--- src/rtl/gfk_div_pipe.sv ---
`timescale 1ns / 1ps

module gfk_div_pipe #(
    parameter int DEN_W = 11,
    parameter int QUO_W = 28
) (
    input  logic             clk,
    input  logic [DEN_W-1:0] rem_in,
    input  logic [QUO_W-1:0] bits_in,
    input  logic [DEN_W-1:0] den,
    output logic [QUO_W-1:0] quo,
    output logic [DEN_W-1:0] rem
);

    logic [DEN_W-1:0] rem_reg [QUO_W];
    logic [QUO_W-1:0] acc_reg [QUO_W];

    genvar s;
    generate
        for (s = 0; s < QUO_W; s++)
        begin : g_stage
            logic [DEN_W-1:0] r_prev;
            logic [QUO_W-1:0] a_prev;
            logic [DEN_W:0]   trial;
            logic [DEN_W:0]   diff;
            logic             ge;
            logic [DEN_W-1:0] rem_next;

            if (s == 0)
            begin : g_first
                assign r_prev = rem_in;
                assign a_prev = bits_in;
            end
            else
            begin : g_rest
                assign r_prev = rem_reg[s-1];
                assign a_prev = acc_reg[s-1];
            end

            assign trial    = {r_prev, a_prev[QUO_W-1]};
            assign diff     = trial - {1'b0, den};
            assign ge       = (trial >= {1'b0, den});
            assign rem_next = ge ? diff[DEN_W-1:0] : trial[DEN_W-1:0];

            always_ff @(posedge clk)
            begin
                rem_reg[s] <= rem_next;
                acc_reg[s] <= {a_prev[QUO_W-2:0], ge};
            end
        end
    endgenerate

    assign quo = acc_reg[QUO_W-1];
    assign rem = rem_reg[QUO_W-1];

endmodule

--- config.mk ---
export PLATFORM = sky130hd
export DESIGN_NAME = gfk_div_pipe
export DESIGN_NICKNAME = d
export VERILOG_FILES = /design/src/rtl/gfk_div_pipe.sv
export SDC_FILE = /design/constraint.sdc
export NUM_CORES = 2
export LEC_CHECK = 0
export BUFFER_PORTS_ARGS = -buffer_cell sky130_fd_sc_hd__clkbuf_2
export CAP_MARGIN = 20
export CORE_MARGIN = 4
export CORE_UTILIZATION = 55
export CTS_CLUSTER_DIAMETER = 100
export CTS_CLUSTER_SIZE = 25
export DETAILED_ROUTE_END_ITERATION = 8
export GPL_TIMING_DRIVEN = 0
export HOLD_SLACK_MARGIN = 0.15
export PLACE_DENSITY_LB_ADDON = 0.25
export SETUP_SLACK_MARGIN = 0.1
export SYNTH_ARGS = -nofsm -noshare
export SYNTH_HDL_FRONTEND = slang
export SYNTH_SLANG_ARGS = --single-unit
--- constraint.sdc ---
create_clock -name clk -period 3.3 [get_ports clk]
set_clock_uncertainty 0.15 [all_clocks]
set_input_delay 0.495 -clock clk [delete_from_list [all_inputs] [get_ports clk]]
set_output_delay 0.495 -clock clk [all_outputs]
set_load 0.1 [all_outputs]
# Word level (Yosys, flattened, before mapping)
# Memory sizes are Yosys's and may differ from the RTL's.
# Cells that the tools add are included.
# op_classes
n_addsub	28
magnitude_cmp	28
muxes	28
# ops
cell	n
greater-or-equal comparator 12 x 11 -> 1 bit	28
two-way mux 11 bit	28
subtractor 11 bit	28
# word_totals
out_inout_bits	39
reg_bits	0
n_memories	2
input_bits	51
ramBits	1092
word_cells	86
# memory_table
name	words	width	read_ports	rd_ports_with_merged_regs	wr	line	source
acc_reg	28	28	28	0	28	16	logic [QUO_W-1:0] acc_reg [QUO_W];
rem_reg	28	11	28	0	28	15	logic [DEN_W-1:0] rem_reg [QUO_W];

# Depth between registers and ports, before layout
# logic_depth
word_depth	2
depth_mapped	10
mapped_depth_nobuf	9

# Worst setup path after synthesis
# OpenSTA, ideal clock, no wires.
# synth_timing
path_type	input port to flip-flop
startpoint	in den[7]
endpoint	mem rem_reg[0][3]
required_time_ns	3.029
n_path_buf	1
arrival_ns	2.600
path_slack_ns	0.429
setup_ns	0.121
path_stages	8
cell_sequence	inv_1 > ha_1 > a21oi_1 > o21ai_2 > a2111oi_4 > nand2_2 > buf_6 > mux2_4
# synth_lines
item	line	source
start, declared	10	input logic [DEN_W-1:0] den,
end, declared	15	

==> flow_summary_export.csv <==
group,metric,value,unit
clocking,cts_sinks,1092,
sta,timing.fmax,324.1,MHz
yosys,netlist-cell-type-count,65,
sta,whs,0.1702,ns
global_routing,grt_max_degree,27,
routing,wl_met3,2.787,mm
placement,dp_hpwl,53.68,mm
worst_setup_path,endpoint_kind,"register",
final_layout,nFillCells,6071,
yosys,synth-seq-cells,1092,
sta,rsz0062_at_grt,"false",
global_routing,grt_pass1_vias,25380,
floorplan,die_h,282.0,µm
routing,dr.pass1.iters,5,
final_layout,finalNetCount,4244,
yosys,synth-edff-count,0,
clocking,htreeDepth,2,
worst_setup_path,cp-start-kind,"input pin",
worst_setup_path,crit_required,3.64,ns
worst_setup_path,crit_type,"in2reg",
sta,post-route-period-util,0.9349,
placement,port_buffers,89,
min_path,hp-class,"reg2reg",
sta,setup_viol,0,
final_layout,utilization,0.6036,
run_status,status,"complete, no violations",
worst_setup_path,crit_end,"rem_reg[1][91]",
final_layout,drive_gt1_frac,0.1310,
sta,min_period,3.085,ns
placement,gp_congestion,0.8482,
clocking,cts_tree,"built",
final_layout,largest_reg_flops,784,
floorplan,ios,90,
yosys,ys_seq_area_frac,0.5296,
worst_setup_path,r2r_setup_slack,0.47,ns
yosys,synth.avg_cell_area,11.26,µm²
yosys,synth_area,0.04128,mm²
routing,top_layer,"met4",
routing,via_per_inst,5.468,
worst_setup_path,crit_path_start,"den[0]",
routing,route.met2.wl,36.99,mm
yosys,synth_nets,4052,
yosys,async_reset_ff_frac,0,
placement,dpl.cell_count,4735,
worst_setup_path,cp_slowest_cell,"fa_1",
final_layout,instances_no_fill,4833,
sta,hold_viol_final,0,
clocking,clk_latency,0.62,ns
final_layout,areaGrowthSynthToFinish,8.850,%
power_and_ir_drop,pwr_density_cell,1098,mW/mm²
min_path,hold_start,"acc_reg[1][166]",
routing,routed_wl,75.49,mm
routing,ant_nets,0,
power_and_ir_drop,leakagePower,18.86,nW
sta,worst_pin_slew,0.5611,ns
worst_setup_path,crit_path_max_incr_delay,0.40,ns
worst_setup_path,path_max_fanout,18,
global_routing,grt.total_usage,0.1873,
worst_setup_path,path_cells,"clkbuf_2 -> buf_12 -> ha_1 -> fa_1 -> nand2b_1 -> a21oi_1 -> a41oi_1 -> o211ai_2 -> buf_6 -> mux2_2",
final_layout,final_area,0.04494,mm²
routing,first_iter_violations,1561,
routing,drc_errors,0,
job,max_cap_violations,0,
yosys,synth_flop_cell,"dfxtp_1",
sta,slew_headroom,0.6275,
sta,slew_viol_final,0,
worst_setup_path,reg2reg_from,"acc_reg[1][223]",
final_layout,diodes,0,
global_routing,grt_pass1_wl,123.2,mm
floorplan,initial_utilization,0.5545,
clocking,cts_buffer_depth,3,
yosys,synth_warnings,0,
floorplan,die_area,0.07950,mm²
worst_setup_path,worstPathArrival,3.42,ns
worst_setup_path,regToRegEndpoint,"rem_reg[1][91]",
worst_setup_path,ff2ff_path_depth,9,
floorplan,rows,100,
yosys,synthCells,3665,
clocking,cts-root-buf,"clkbuf_16",
routing,vias,26430,
placement,place_area,0.04318,mm²
floorplan,core-area,0.07445,mm²
floorplan,dieWidth,282.0,µm
sta,final.setup.tns,0,ns
routing,wl_per_cell,15.62,µm
routing,met1_length,33.98,mm
power_and_ir_drop,ir_drop,0.5367,mV
global_routing,antenna_found_initial,1,
clocking,clk_pin_slew,0.10,ns
global_routing,grt-ovfl-total,0,
clocking,cts_made_buffers,50,
critical path: cells and delay by family:
family | cells | cell delay, ns
adder cells (fa/ha/maj) | 2 | 0.66
AO/OA/AOI/OAI | 3 | 0.88
AND/OR/NAND/NOR | 1 | 0.18
multiplexers | 1 | 0.34
buffers and inverters | 3 | 0.81
synth_stat cells (all sizes together) (8+ instances only):
cell | count | area [µm²]
a21boi | 14 | 105.1
ha | 308 | 3854
xnor2 | 127 | 1112
o311ai | 12 | 105.1
mux2i | 84 | 840.8
o211ai | 54 | 465.4
or3 | 40 | 250.2
a31oi | 20 | 125.1
a41oi | 12 | 105.1
o2111ai | 22 | 192.7
mux2 | 230 | 2609
xor2 | 13 | 113.9
fa | 28 | 560.5
a2111o | 12 | 135.1
dfxtp | 1092 | 21860
a211oi | 51 | 382.9
o21ai | 155 | 779.5
nor3 | 70 | 360.3
o211a | 9 | 90.09
nand4 | 47 | 294.0
o32ai | 15 | 131.4
nor2b | 63 | 394.1
inv | 174 | 655.6
nand3 | 50 | 250.2
a21oi | 217 | 1097
o31a | 28 | 245.2
buf | 56 | 395.4
a31o | 19 | 166.4
nor2 | 251 | 942.2
o31ai | 11 | 82.58
nand2 | 82 | 310.3
and4 | 35 | 306.5
or4 | 20 | 150.1
nand2b | 69 | 431.7
a221oi | 8 | 70.07
o21a | 103 | 773.2
o22a | 13 | 113.9
cells by family (layout without fill, tap and decap cells):
logic type / after synthesis / count (layout) / synth area share
buffers and inverters: 230 / 429 / 0.02546
muxes: 314 / 314 / 0.08356
and+or+nand+nor: 761 / 761 / 0.09529
AOI/OAI and AO/OA: 792 / 792 / 0.1295
DFF: 1092 / 1092 / 0.5296
xor gates and xnor gates: 140 / 140 / 0.02970
adders and majority gates: 336 / 336 / 0.1069
placed cells by master, fill, tap and decap left out, types with 13 or more instances in the layout:
master,count
mux2_2,225
o21a_1,103
fa_1,28
a31o_2,19
nor2_1,251
a21oi_1,213
a31oi_1,20
ha_1,308
clkbuf_16,51
o21ai_0,154
o31a_1,28
nand2b_1,69
clkbuf_2,88
dlygate4sd3_1,39
o211ai_1,42
xnor2_1,127
o32ai_1,15
nand3_1,50
xor2_1,13
buf_2,13
buf_4,41
a211oi_1,51
nand4_1,47
or3_1,40
nor3_1,68
nor2b_1,63
and4_1,35
nand2_1,81
o22a_1,13
dfxtp_1,1092
or4_1,20
mux2i_1,84
inv_1,163
o2111ai_1,22
area by class of cell:
class | instances | area [µm²] | share of cell area
buffer | 56 | 395.4 | 0.008799
clock buffer | 54 | 1287 | 0.02865
clock inverter | 5 | 71.32 | 0.001587
inverter | 174 | 655.6 | 0.01459
multi-input combinational | 2343 | 18370 | 0.4089
sequential | 1092 | 21860 | 0.4865
tap | 969 | 1212 | 0.02698
timing repair buffer | 140 | 1079 | 0.02400
routing by layer:
metal | track usage | up-vias
met5 | 0 | -
met4 | 0.04900 | 0
met3 | 0.02327 | 117
met2 | 0.3373 | 458
met1 | 0.2385 | 12320
li1 | - | 13540
worst min-delay path by stage:
stage / slack (ns) / endpoint / cells past startpoint
5_1_grt: 0.17 / acc_reg[0][44] / 0
2_1_floorplan: 0.16 / acc_reg[0][100] / 0
6_report: 0.17 / acc_reg[1][195] / 0
3_5_place_dp: 0.16 / acc_reg[0][113] / 0
3_3_place_gp: 0.16 / acc_reg[0][159] / 0
4_1_cts: 0.16 / rem_reg[0][2] / 4
what timing repair did:
action,4_1_cts,5_1_grt
hold buffers,39,0
gates resized for setup,0,1
setup endpoints to repair,0,1
endpoints found under the hold margin,38,0
buffers inserted,0,0
where the power goes:
part / internal, mW / total (mW) / leakage, nW / switching (mW)
Combinational: 10.8 / 23.4 / 9.00 / 12.7
Sequential: 17.7 / 19.2 / 9.19 / 1.58
Clock: 2.88 / 6.67 / 0.665 / 3.79
Total: 31.3 / 49.3 / 18.9 / 18.0
metrics by stage:
stage	setup WS, ns	total power [mW]
after global routing	0.1373	53.07
after global placement	-2.849	42.20
final	0.2149	49.33
after detailed placement	-0.3996	42.74
after CTS	0.2464	49.65
after floorplan	0.4290	38.04
Power figures use the tool's default switching activity.
